--- src/design/butterworth_lowpass_iir_macros.svh ---
// Assertion macros shared by the filter RTL.
`ifndef BUTTERWORTH_LOWPASS_IIR_MACROS_SVH
`define BUTTERWORTH_LOWPASS_IIR_MACROS_SVH

// Same-cycle implication, disabled while reset is low.
`define BWL_ASSERT_IMPLIES(label, clk, rst_n, ante, cons, msg) \
  label: assert property (@(posedge clk) disable iff (!rst_n) (ante) |-> (cons)) \
    else $error(msg);

// Next-cycle implication, disabled while reset is low.
`define BWL_ASSERT_NEXT(label, clk, rst_n, ante, cons, msg) \
  label: assert property (@(posedge clk) disable iff (!rst_n) (ante) |=> (cons)) \
    else $error(msg);

`endif

--- src/design/bwl_pkg.sv ---
// Shared types, widths, constants and helper functions of the low-pass filter.
package bwl_pkg;

  // Filter order and derived sequencing widths.
  localparam int ORDER     = 4;
  localparam int NUM_COEF  = 4;
  localparam int NUM_STEPS = 2 + 2 * ORDER;
  localparam int STEP_W    = $clog2(NUM_STEPS);
  localparam int IDX_W     = (ORDER > 1) ? $clog2(ORDER) : 1;
  localparam int PIPE_LAT  = 2;

  // Field and datapath widths.
  localparam int SAMPLE_W   = 24;
  localparam int GAIN_W     = 40;
  localparam int GAIN_SPLIT = 20;
  localparam int COEF_W     = 32;
  localparam int HIST_IN_W  = 40;
  localparam int HIST_OUT_W = 48;
  localparam int ACC_W      = 58;
  localparam int OPA_W      = 33;
  localparam int OPB_W      = 25;
  localparam int PROD_W     = OPA_W + OPB_W;
  localparam int LO_W       = 48;
  localparam int GSUM_W     = 64;
  localparam int XS_SHIFT   = 24;
  localparam int FB_SPLIT   = 24;
  localparam int FB_SHIFT   = 4;
  localparam int OUT_SHIFT  = 16;
  localparam int BINOM_W    = 3;

  localparam logic [LO_W-1:0] ROUND_HALF = LO_W'(1) << (XS_SHIFT - 1);

  // Configuration port.
  localparam int CFG_IDX_W  = 3;
  localparam int CFG_DATA_W = 40;

  typedef enum logic [CFG_IDX_W-1:0] {
    REG_INPUT_GAIN     = 3'd0,
    REG_FEEDBACK_ONE   = 3'd1,
    REG_FEEDBACK_TWO   = 3'd2,
    REG_FEEDBACK_THREE = 3'd3,
    REG_FEEDBACK_FOUR  = 3'd4
  } reg_idx_t;

  // Binomial weights, row n holds n choose k.
  localparam logic [BINOM_W-1:0] BINOM_TAB [0:4][0:4] = '{
    '{3'd1, 3'd0, 3'd0, 3'd0, 3'd0},
    '{3'd1, 3'd1, 3'd0, 3'd0, 3'd0},
    '{3'd1, 3'd2, 3'd1, 3'd0, 3'd0},
    '{3'd1, 3'd3, 3'd3, 3'd1, 3'd0},
    '{3'd1, 3'd4, 3'd6, 3'd4, 3'd1}
  };

  // Micro-operations of the shared multiplier.
  typedef enum logic [1:0] {
    OP_GAIN_LO = 2'd0,
    OP_GAIN_HI = 2'd1,
    OP_FB_LO   = 2'd2,
    OP_FB_HI   = 2'd3
  } op_t;

  typedef struct packed {
    logic             valid;
    op_t              op;
    logic [IDX_W-1:0] idx;
  } tag_t;

  typedef struct packed {
    logic idle;
    logic commit;
  } seq_ctl_t;

  typedef enum logic [3:0] {
    ST_IDLE  = 4'b0001,
    ST_RUN   = 4'b0010,
    ST_DRAIN = 4'b0100,
    ST_FIN   = 4'b1000
  } state_t;

  // Weight of the input history entry delayed idx+1 samples.
  function automatic logic [BINOM_W-1:0] binom_weight(input logic [IDX_W-1:0] idx);
    return BINOM_TAB[ORDER][int'(idx) + 1];
  endfunction

  // Saturate the accumulator to the stored history width.
  function automatic logic signed [HIST_OUT_W-1:0] sat_hist(
    input logic signed [ACC_W-1:0] v
  );
    logic [ACC_W-HIST_OUT_W:0] top;
    top = v[ACC_W-1:HIST_OUT_W-1];
    if ((&top) || !(|top)) begin
      return v[HIST_OUT_W-1:0];
    end else if (v[ACC_W-1]) begin
      return {1'b1, {(HIST_OUT_W-1){1'b0}}};
    end else begin
      return {1'b0, {(HIST_OUT_W-1){1'b1}}};
    end
  endfunction

  // Saturate the shifted history value to the sample width.
  function automatic logic signed [SAMPLE_W-1:0] sat_out(
    input logic signed [HIST_OUT_W-OUT_SHIFT-1:0] v
  );
    logic [HIST_OUT_W-OUT_SHIFT-SAMPLE_W:0] top;
    top = v[HIST_OUT_W-OUT_SHIFT-1:SAMPLE_W-1];
    if ((&top) || !(|top)) begin
      return v[SAMPLE_W-1:0];
    end else if (v[HIST_OUT_W-OUT_SHIFT-1]) begin
      return {1'b1, {(SAMPLE_W-1){1'b0}}};
    end else begin
      return {1'b0, {(SAMPLE_W-1){1'b1}}};
    end
  endfunction

endpackage

--- src/design/bwl_in_if.sv ---
// Input sample channel.
interface bwl_in_if import bwl_pkg::*; ();
  logic                       valid;
  logic                       ready;
  logic signed [SAMPLE_W-1:0] sample_in;

  modport source (output valid, output sample_in, input ready);
  modport sink (input valid, input sample_in, output ready);
endinterface

--- src/design/bwl_out_if.sv ---
// Filtered sample channel.
interface bwl_out_if import bwl_pkg::*; ();
  logic                       valid;
  logic                       ready;
  logic signed [SAMPLE_W-1:0] sample_out;

  modport source (output valid, output sample_out, input ready);
  modport sink (input valid, input sample_out, output ready);
endinterface

--- src/design/bwl_cfg_if.sv ---
// Configuration write channel.
interface bwl_cfg_if import bwl_pkg::*; ();
  logic                  valid;
  logic                  ready;
  logic [CFG_IDX_W-1:0]  index;
  logic [CFG_DATA_W-1:0] data;

  modport source (output valid, output index, output data, input ready);
  modport sink (input valid, input index, input data, output ready);
endinterface

--- src/design/bwl_mul.sv ---
// Shared registered signed multiplier with its operation tag.
module bwl_mul import bwl_pkg::*; (
  input  logic                     clk,
  input  logic                     rst_n,
  input  logic signed [OPA_W-1:0]  op_a,
  input  logic signed [OPB_W-1:0]  op_b,
  input  tag_t                     tag_in,
  output logic signed [PROD_W-1:0] prod,
  output tag_t                     tag_out
);

  logic signed [PROD_W-1:0] prod_r;
  tag_t                     tag_r;

  always_ff @(posedge clk) begin
    prod_r <= op_a * op_b;
  end

  always_ff @(posedge clk) begin
    if (!rst_n) begin
      tag_r <= '0;
    end else begin
      tag_r <= tag_in;
    end
  end

  assign prod    = prod_r;
  assign tag_out = tag_r;

endmodule

--- src/design/bwl_seq.sv ---
// Sequencer that steps the shared multiplier through one sample.
module bwl_seq import bwl_pkg::*; (
  input  logic     clk,
  input  logic     rst_n,
  input  logic     start,
  input  logic     out_free,
  output tag_t     issue,
  output seq_ctl_t ctl
);

  localparam logic [STEP_W-1:0] LAST_STEP  = STEP_W'(NUM_STEPS - 1);
  localparam logic [STEP_W-1:0] DRAIN_LAST = STEP_W'(PIPE_LAT - 1);

  state_t            st_r, st_nxt;
  logic [STEP_W-1:0] step_r, step_nxt;
  logic [STEP_W-1:0] step_m2;

  assign step_m2 = step_r - STEP_W'(2);

  always_comb begin
    st_nxt   = st_r;
    step_nxt = step_r;
    issue    = '0;
    ctl      = '0;
    unique case (st_r)
      ST_IDLE: begin
        ctl.idle = 1'b1;
        if (start) begin
          st_nxt   = ST_RUN;
          step_nxt = '0;
        end
      end
      ST_RUN: begin
        issue.valid = 1'b1;
        issue.idx   = step_m2[IDX_W:1];
        if (step_r == STEP_W'(0)) begin
          issue.op = OP_GAIN_LO;
        end else if (step_r == STEP_W'(1)) begin
          issue.op = OP_GAIN_HI;
        end else if (!step_r[0]) begin
          issue.op = OP_FB_LO;
        end else begin
          issue.op = OP_FB_HI;
        end
        if (step_r == LAST_STEP) begin
          st_nxt   = ST_DRAIN;
          step_nxt = '0;
        end else begin
          step_nxt = step_r + STEP_W'(1);
        end
      end
      ST_DRAIN: begin
        if (step_r == DRAIN_LAST) begin
          st_nxt = ST_FIN;
        end else begin
          step_nxt = step_r + STEP_W'(1);
        end
      end
      ST_FIN: begin
        if (out_free) begin
          ctl.commit = 1'b1;
          st_nxt     = ST_IDLE;
        end
      end
      default: begin
        st_nxt = ST_IDLE;
      end
    endcase
  end

  always_ff @(posedge clk) begin
    if (!rst_n) begin
      st_r   <= ST_IDLE;
      step_r <= '0;
    end else begin
      st_r   <= st_nxt;
      step_r <= step_nxt;
    end
  end

endmodule

--- src/design/bwl_dp.sv ---
// Operand selection, term formation, accumulator and history of the filter.
module bwl_dp import bwl_pkg::*; (
  input  logic                       clk,
  input  logic                       rst_n,
  input  logic                       start,
  input  logic signed [SAMPLE_W-1:0] sample,
  input  logic        [GAIN_W-1:0]   gain,
  input  logic signed [COEF_W-1:0]   fb_coef [NUM_COEF],
  input  tag_t                       issue,
  input  logic                       commit,
  input  logic signed [PROD_W-1:0]   prod,
  input  tag_t                       prod_tag,
  output logic signed [OPA_W-1:0]    op_a,
  output logic signed [OPB_W-1:0]    op_b,
  output logic signed [SAMPLE_W-1:0] y
);

  logic signed [SAMPLE_W-1:0]   x_r;
  logic signed [HIST_IN_W-1:0]  ih_r [ORDER];
  logic signed [HIST_OUT_W-1:0] oh_r [ORDER];
  logic signed [LO_W-1:0]       lo_r;
  logic signed [HIST_IN_W-1:0]  xs_r;
  logic signed [ACC_W-1:0]      term_r;
  logic                         term_vld_r;
  logic                         term_sub_r;
  logic signed [ACC_W-1:0]      acc_r;

  logic signed [HIST_OUT_W-1:0] oh_sel;
  logic signed [GSUM_W-1:0]     gsum;
  logic signed [PROD_W-1:0]     prod_sh;
  logic signed [PROD_W:0]       fsum;
  logic signed [PROD_W:0]       fsum_sh;
  logic signed [HIST_IN_W+BINOM_W:0] bprod;
  logic signed [HIST_OUT_W-1:0] acc_sat;

  // Pick multiplier operands for the issued step.
  assign oh_sel = oh_r[issue.idx];

  always_comb begin
    op_a = OPA_W'(x_r);
    op_b = '0;
    unique case (issue.op)
      OP_GAIN_LO: begin
        op_b = {{(OPB_W-GAIN_SPLIT){1'b0}}, gain[GAIN_SPLIT-1:0]};
      end
      OP_GAIN_HI: begin
        op_b = {{(OPB_W-GAIN_W+GAIN_SPLIT){1'b0}}, gain[GAIN_W-1:GAIN_SPLIT]};
      end
      OP_FB_LO: begin
        op_a = OPA_W'(fb_coef[issue.idx]);
        op_b = {1'b0, oh_sel[FB_SPLIT-1:0]};
      end
      OP_FB_HI: begin
        op_a = OPA_W'(fb_coef[issue.idx]);
        op_b = OPB_W'($signed(oh_sel[HIST_OUT_W-1:FB_SPLIT]));
      end
      default: begin
        op_b = '0;
      end
    endcase
  end

  // Combine product halves into terms.
  assign gsum    = {prod[GSUM_W-GAIN_SPLIT-1:0], {GAIN_SPLIT{1'b0}}} + GSUM_W'(lo_r);
  assign prod_sh = prod >>> FB_SPLIT;
  assign fsum    = (PROD_W+1)'(prod) + (PROD_W+1)'(lo_r);
  assign fsum_sh = fsum >>> FB_SHIFT;
  assign bprod   = ih_r[prod_tag.idx] * $signed({1'b0, binom_weight(prod_tag.idx)});

  always_ff @(posedge clk) begin
    if (start) begin
      x_r <= sample;
    end
    if (prod_tag.valid) begin
      unique case (prod_tag.op)
        OP_GAIN_LO: begin
          lo_r <= prod[LO_W-1:0] + ROUND_HALF;
        end
        OP_GAIN_HI: begin
          xs_r   <= gsum[GSUM_W-1:XS_SHIFT];
          term_r <= ACC_W'($signed(gsum[GSUM_W-1:XS_SHIFT]));
        end
        OP_FB_LO: begin
          lo_r   <= prod_sh[LO_W-1:0];
          term_r <= ACC_W'(bprod);
        end
        OP_FB_HI: begin
          term_r <= fsum_sh[ACC_W-1:0];
        end
        default: begin
          lo_r <= lo_r;
        end
      endcase
    end
    if (start) begin
      acc_r <= '0;
    end else if (term_vld_r) begin
      acc_r <= term_sub_r ? (acc_r - term_r) : (acc_r + term_r);
    end
  end

  always_ff @(posedge clk) begin
    if (!rst_n) begin
      term_vld_r <= 1'b0;
      term_sub_r <= 1'b0;
    end else begin
      term_vld_r <= prod_tag.valid && (prod_tag.op != OP_GAIN_LO);
      term_sub_r <= (prod_tag.op == OP_FB_HI);
    end
  end

  // Shift the histories once the sum is complete.
  assign acc_sat = sat_hist(acc_r);

  always_ff @(posedge clk) begin
    if (!rst_n) begin
      for (int k = 0; k < ORDER; k++) begin
        ih_r[k] <= '0;
        oh_r[k] <= '0;
      end
    end else if (commit) begin
      ih_r[0] <= xs_r;
      oh_r[0] <= acc_sat;
      for (int k = 1; k < ORDER; k++) begin
        ih_r[k] <= ih_r[k-1];
        oh_r[k] <= oh_r[k-1];
      end
    end
  end

  assign y = sat_out(acc_sat[HIST_OUT_W-1:OUT_SHIFT]);

endmodule

--- src/design/butterworth_lowpass_iir.sv ---
// Top level of the fourth-order Butterworth low-pass filter, direct form I.
//
// Takes one signed 24-bit sample per request and returns one filtered signed
// 24-bit sample per request, in order. Each sample is scaled by input_gain
// (unsigned Q0.40, rounded half up to Q24.16), combined with the past scaled
// inputs through binomial weights, and the past sums weighted by the four
// Q4.28 feedback registers are subtracted (each product floored). The exact
// sum is saturated to 48 bits, stored as the newest output history entry,
// and shifted right by 16 with saturation to 24 bits for the result. One
// 33x25 signed multiplier is shared by the gain and feedback products:
// two for the gain and two per feedback tap, with the binomial terms added
// in the free slots. A sample holds the block from acceptance until the
// input side is ready again: the sequencer issues the multiplier steps,
// drains the multiply and accumulate stages, commits once the output
// register is free, and returns to idle to take the next request. The
// result sits in an output register, so a new request is taken while it
// waits; the commit of the next one stalls until that register has been
// read. Configuration writes are always ready; indexes 0..4 select
// input_gain and feedback_one..feedback_four, other indexes are dropped.
// Write them only while the block is idle. Reset (rst_n low, synchronous)
// clears all histories, the configuration registers and the control state.
`include "butterworth_lowpass_iir_macros.svh"

module butterworth_lowpass_iir import bwl_pkg::*; (
  input  logic clk,
  input  logic rst_n,
  bwl_in_if.sink    in_chan,
  bwl_out_if.source out_chan,
  bwl_cfg_if.sink   cfg_chan
);

  // Configuration registers.
  logic        [GAIN_W-1:0] gain_r;
  logic signed [COEF_W-1:0] fb_coef_r [NUM_COEF];

  // Output register.
  logic                       out_valid_r;
  logic signed [SAMPLE_W-1:0] out_sample_r;

  // Sequencer and datapath links.
  seq_ctl_t                   ctl;
  tag_t                       issue;
  tag_t                       prod_tag;
  logic signed [OPA_W-1:0]    op_a;
  logic signed [OPB_W-1:0]    op_b;
  logic signed [PROD_W-1:0]   prod;
  logic signed [SAMPLE_W-1:0] dp_y;
  logic                       start;
  logic                       out_free;

  // Take a request only when the sequencer has nothing in flight.
  assign in_chan.ready = ctl.idle;
  assign start         = in_chan.valid && ctl.idle;

  // The result slot is free when empty or being drained this cycle.
  assign out_free = !out_valid_r || out_chan.ready;

  // Configuration writes are registered; unknown indexes are dropped.
  assign cfg_chan.ready = 1'b1;

  always_ff @(posedge clk) begin
    if (!rst_n) begin
      gain_r <= '0;
      for (int k = 0; k < NUM_COEF; k++) begin
        fb_coef_r[k] <= '0;
      end
    end else if (cfg_chan.valid) begin
      unique case (cfg_chan.index)
        REG_INPUT_GAIN:     gain_r       <= cfg_chan.data[GAIN_W-1:0];
        REG_FEEDBACK_ONE:   fb_coef_r[0] <= cfg_chan.data[COEF_W-1:0];
        REG_FEEDBACK_TWO:   fb_coef_r[1] <= cfg_chan.data[COEF_W-1:0];
        REG_FEEDBACK_THREE: fb_coef_r[2] <= cfg_chan.data[COEF_W-1:0];
        REG_FEEDBACK_FOUR:  fb_coef_r[3] <= cfg_chan.data[COEF_W-1:0];
        default: begin
          gain_r <= gain_r;
        end
      endcase
    end
  end

  // Step the shared multiplier through one sample.
  bwl_seq u_seq (
    .clk      (clk),
    .rst_n    (rst_n),
    .start    (start),
    .out_free (out_free),
    .issue    (issue),
    .ctl      (ctl)
  );

  // Shared multiplier: product and tag come back in the next cycle.
  bwl_mul u_mul (
    .clk     (clk),
    .rst_n   (rst_n),
    .op_a    (op_a),
    .op_b    (op_b),
    .tag_in  (issue),
    .prod    (prod),
    .tag_out (prod_tag)
  );

  // Operand muxing, term forming, accumulation and history.
  bwl_dp u_dp (
    .clk      (clk),
    .rst_n    (rst_n),
    .start    (start),
    .sample   (in_chan.sample_in),
    .gain     (gain_r),
    .fb_coef  (fb_coef_r),
    .issue    (issue),
    .commit   (ctl.commit),
    .prod     (prod),
    .prod_tag (prod_tag),
    .op_a     (op_a),
    .op_b     (op_b),
    .y        (dp_y)
  );

  // Hold the result until the sink takes it.
  always_ff @(posedge clk) begin
    if (!rst_n) begin
      out_valid_r <= 1'b0;
    end else if (ctl.commit) begin
      out_valid_r <= 1'b1;
    end else if (out_chan.ready) begin
      out_valid_r <= 1'b0;
    end
  end

  always_ff @(posedge clk) begin
    if (ctl.commit) begin
      out_sample_r <= dp_y;
    end
  end

  assign out_chan.valid      = out_valid_r;
  assign out_chan.sample_out = out_sample_r;

  `BWL_ASSERT_NEXT(a_accept_busy, clk, rst_n, in_chan.valid && in_chan.ready, !in_chan.ready, "input ready stayed high after a request was taken")
  `BWL_ASSERT_IMPLIES(a_issue_busy, clk, rst_n, issue.valid, !in_chan.ready, "multiplier step issued while input was ready")
  `BWL_ASSERT_IMPLIES(a_commit_free, clk, rst_n, ctl.commit, out_free, "commit while the output register still held a result")
  `BWL_ASSERT_NEXT(a_commit_loads, clk, rst_n, ctl.commit, out_valid_r && (out_sample_r == $past(dp_y)), "committed result not presented")

endmodule
--- src/flat_wrapper.sv ---
// flat-port wrapper written by rule: the top's interface ports become plain ports
module butterworth_lowpass_iir_flat import bwl_pkg::*;
  (clk, rst_n, in_chan_valid, in_chan_sample_in, in_chan_ready, out_chan_valid, out_chan_sample_out, out_chan_ready, cfg_chan_valid, cfg_chan_index, cfg_chan_data, cfg_chan_ready);
  bwl_in_if in_chan_i ();
  bwl_out_if out_chan_i ();
  bwl_cfg_if cfg_chan_i ();
  input  logic clk;
  input  logic rst_n;
  input wire logic [$bits(in_chan_i.valid)-1:0] in_chan_valid;
  input wire logic [$bits(in_chan_i.sample_in)-1:0] in_chan_sample_in;
  output wire logic [$bits(in_chan_i.ready)-1:0] in_chan_ready;
  output wire logic [$bits(out_chan_i.valid)-1:0] out_chan_valid;
  output wire logic [$bits(out_chan_i.sample_out)-1:0] out_chan_sample_out;
  input wire logic [$bits(out_chan_i.ready)-1:0] out_chan_ready;
  input wire logic [$bits(cfg_chan_i.valid)-1:0] cfg_chan_valid;
  input wire logic [$bits(cfg_chan_i.index)-1:0] cfg_chan_index;
  input wire logic [$bits(cfg_chan_i.data)-1:0] cfg_chan_data;
  output wire logic [$bits(cfg_chan_i.ready)-1:0] cfg_chan_ready;
  assign in_chan_i.valid = in_chan_valid;
  assign in_chan_i.sample_in = in_chan_sample_in;
  assign in_chan_ready = in_chan_i.ready;
  assign out_chan_valid = out_chan_i.valid;
  assign out_chan_sample_out = out_chan_i.sample_out;
  assign out_chan_i.ready = out_chan_ready;
  assign cfg_chan_i.valid = cfg_chan_valid;
  assign cfg_chan_i.index = cfg_chan_index;
  assign cfg_chan_i.data = cfg_chan_data;
  assign cfg_chan_ready = cfg_chan_i.ready;
  butterworth_lowpass_iir u_core (.clk(clk), .rst_n(rst_n), .in_chan(in_chan_i), .out_chan(out_chan_i), .cfg_chan(cfg_chan_i));
endmodule
--- config.mk ---
export PLATFORM = sky130hd
export DESIGN_NAME = butterworth_lowpass_iir_flat
export DESIGN_NICKNAME = d
export VERILOG_FILES = /design/src/design/bwl_pkg.sv /design/src/design/bwl_in_if.sv /design/src/design/bwl_out_if.sv /design/src/design/bwl_cfg_if.sv /design/src/design/bwl_mul.sv /design/src/design/bwl_seq.sv /design/src/design/bwl_dp.sv /design/src/design/butterworth_lowpass_iir.sv /design/src/flat_wrapper.sv
export VERILOG_INCLUDE_DIRS = /design/src /design/src/design
export SDC_FILE = /design/constraint.sdc
export NUM_CORES = 2
export LEC_CHECK = 0
export BUFFER_PORTS_ARGS = -buffer_cell sky130_fd_sc_hd__buf_2
export CORE_UTILIZATION = 25
export CTS_BUF_LIST = sky130_fd_sc_hd__clkbuf_4
export CTS_CLUSTER_SIZE = 20
export DETAILED_ROUTE_END_ITERATION = 8
export PLACE_DENSITY = 0.46
export SYNTH_ARGS = -nofsm -noshare
export SYNTH_HDL_FRONTEND = slang
export SYNTH_SLANG_ARGS = --single-unit
export TNS_END_PERCENT = 50
--- constraint.sdc ---
create_clock -name clk -period 13.5 [get_ports clk]
set_input_delay 2.7 -clock clk [delete_from_list [all_inputs] [get_ports clk]]
set_output_delay 2.7 -clock clk [all_outputs]
set_load 0.01 [all_outputs]
==> results.toml <==
[timing]
setup_viol = 0
fin_crit_ns = 11.91
slew-limit-headroom = 0.118
fin_setup_tns_ns = 0
fmaxAchievable_ghz = 0.0840
worst_slew_pin_slew_ns = 1.29
slew_viol_final = 0
skew_ns = 0.112
whs_ns = 0.453
min_period_over_period = 0.882
fin_ws_ns = 1.59
hold_viol = 0
rsz0062_at_grt = "no"

[grt]
grt_pass1_wl_mm = 386
use_met1 = 0.216
busiest_layer = "met2"
antenna_found_initial = 20
grt_usage = 0.164
grt_max_degree = 176
grt_pass1_vias = 60800
gr-total-overflow = 0
grtUsageMet2 = 0.277
global_route.usage.met3 = 0.0251

[clock_tree]
holdBufCountCts = 0
clkTransAtPathRegs_ns = 0.07
cts-root-buf = "clkbuf_4"
cts.path.max_buffers = 4
cts-resized-gates = 0
tritoncts = "done"
worstSkewPairLatency_ns = 1.23
clock-sinks = 843
cts-htree-levels = 4
cts_post_setup_buffers_inserted = 0
cts_inserted_buffers = 242

[cells_and_area]
nets = 9582
drive_above_1_share = 0.0878
syn_to_final_growth_pct = 10.6
final_core_util = 0.278
fin_cells = 12400
fin_area_um2 = 84200
fillerInstances = 32200

[routing]
drt_iter0_markers = 4129
routed_wl_mm = 254
drc = 0
postRouteAntennaNets = 0
dr.pass1.iters = 6
viasPerCell = 4.76
wl_per_cell_um = 20.5
vias = 59100

[synthesis]
netlist_top_cells_count = "inv_1 (1087), nand2_1 (1069), fa_1 (867), nor2_1 (741), a21oi_1 (574)"
synth_nets = 9603
synth_area_um2 = 76100
synth_xor_area_frac = 0.0351
synth_compound_area_frac = 0.123
ys_warn_count = 0
synth_top_family_by_area = "adder cells"
yosys.cell_types.count = 85
ys_seq_area_frac = 0.293
synth_area_per_cell_um2 = 9.21
synth-simple-area-share = 0.158
synth_edf_count = 543
synth-seq-cells = 843
synth_flop_cell = "edfxtp_1"
synthArstFlopShare = 0
synth_mux_area_frac = 0.0185
netlist_instances = 8261
yosysTopAreaCell = "fa_1"
synth_area_leaders = "fa_1 (23%), edfxtp_1 (21%), dfxtp_1 (7.9%), ha_1 (6.6%), inv_1 (5.4%)"
synthMostInstantiatedCell = "inv_1"
synthAdderAreaFrac = 0.294
synth_top_area_share = 0.228

[critical_path]
critPathCaptureType = "flop"
cp_common_cell = "fa_1"
path_class = "reg -> reg"
critPathSlowestCell = "mux2i_1"
cp_max_fo = 65
start_kind = "flop"
crit_required_ns = 14.58
critical_path_arrival_ns = 12.99
slowest_delay_ns = 1.00

[status]
status = "completed"

[die]
core_um2 = 303000
fp.dieH_um = 554
start_util = 0.251
num_io_pins = 99
num_rows = 202
die_w_um = 554
design.die.area_um2 = 306000

[power_and_ir_drop]
pwr_density_cell_nw_per_um2 = 95.8
vdd_drop_max_v = 0.0000555
cellLeakagePower_nw = 38.1
power_mw = 8.07

[placed_design]
dp.cells = 12000
io_buffers = 97
gp_congestion = 0.878
placed_cell_area_um2 = 80900
detailed_place_hpwl_mm = 193
place_ws_ns = 1.77

[job]
drv_cap = 0

[worst_hold_path]
hp-class = "reg -> reg"
-- cell families after synthesis --
logic type | count (synthesis)
AND/OR/NAND/NOR | 2648
buffers and inverters | 1562
AO/OA/AOI/OAI | 1495
adder cells (fa/ha/maj) | 1270
flip-flops | 843
XOR/XNOR | 305
multiplexers | 137
other | 1
-- worst max-delay path: cells and delay by family, from the launching register on --
family / cells / cell delay (ns)
DFF: 1 / 0.41
buffers and inverters: 5 / 0.78
muxes: 1 / 1.00
xor gates and xnor gates: 1 / 0.16
AOI/OAI and AO/OA: 9 / 2.30
and+or+nand+nor: 8 / 3.12
adders and majority gates: 8 / 3.92
-- power breakdown --
group	switching [mW]	internal (mW)
Combinational	1.58	0.777
Sequential	0.215	2.96
Clock	1.21	1.32
-- layer usage --
layer	vias up	part of all wire
met5	-	0.00025
met4	10	0.026
met3	353	0.052
met2	1590	0.48
met1	29800	0.44
li1	27400	-
-- worst paths after layout --
check / start / end / slack (ns) / cells after the start
worst max register to register: u_core.u_seq.st_r[1] / u_core.u_mul.prod[51] / 1.59 / 32
worst min-delay path: u_core.fb_coef_r[101] / u_core.fb_coef_r[101] / 0.45 / 2
worst min register to register: u_core.fb_coef_r[101] / u_core.fb_coef_r[101] / 0.45 / 2
worst max-delay path: u_core.u_seq.st_r[1] / u_core.u_mul.prod[51] / 1.59 / 32
-- registers in the layout (all words and copies together), names as in the netlist --
name	flops
u_core.u_dp.x_r	24
u_core.u_seq.step_r	4
u_core.gain_r	40
u_core.u_dp.ih_r	160
u_core.u_dp.xs_r	40
u_core.u_dp.lo_r	48
u_core.u_dp.term_sub_r	1
u_core.u_dp.oh_r	192
u_core.out_chan.valid	1
u_core.u_dp.acc_r	58
u_core.u_dp.term_r	55
u_core.u_mul.prod	58
u_core.u_dp.term_vld_r	1
u_core.u_seq.st_r	4
u_core.out_chan.sample_out	24
u_core.u_mul.tag_out	5
u_core.fb_coef_r	128
-- area by class of cell --
type,instances,area (um2),area share
Clock inverter,80,449,0.00534
Sequential cell,843,22300,0.265
Antenna cell,9,22.5,0.000268
Inverter,1090,4090,0.0486
Clock buffer,368,2760,0.0328
Timing Repair Buffer,207,1370,0.0163
Tap cell,3978,4980,0.0591
Multi-Input combinational cell,5856,48200,0.572
-- placed cells by master (no fill, tap or decap), types with 51 or more instances in the layout --
| master | instances |
|---|---|
| a31oi_1 | 70 |
| edfxtp_1 | 543 |
| clkbuf_4 | 368 |
| o21ai_0 | 198 |
| nand2_1 | 1068 |
| a211oi_1 | 80 |
| nand3_1 | 82 |
| nor2_1 | 736 |
| and2_1 | 87 |
| a21oi_1 | 565 |
| mux2i_1 | 105 |
| dfxtp_1 | 293 |
| xnor2_1 | 202 |
| xor2_1 | 103 |
| buf_4 | 105 |
| nor3_1 | 51 |
| ha_1 | 403 |
| o21bai_1 | 78 |
| inv_1 | 1086 |
| and3_1 | 335 |
| nor2b_1 | 68 |
| a21o_1 | 207 |
| fa_1 | 867 |
| buf_2 | 96 |
| clkinv_1 | 56 |
Power figures use the tool's default switching activity.
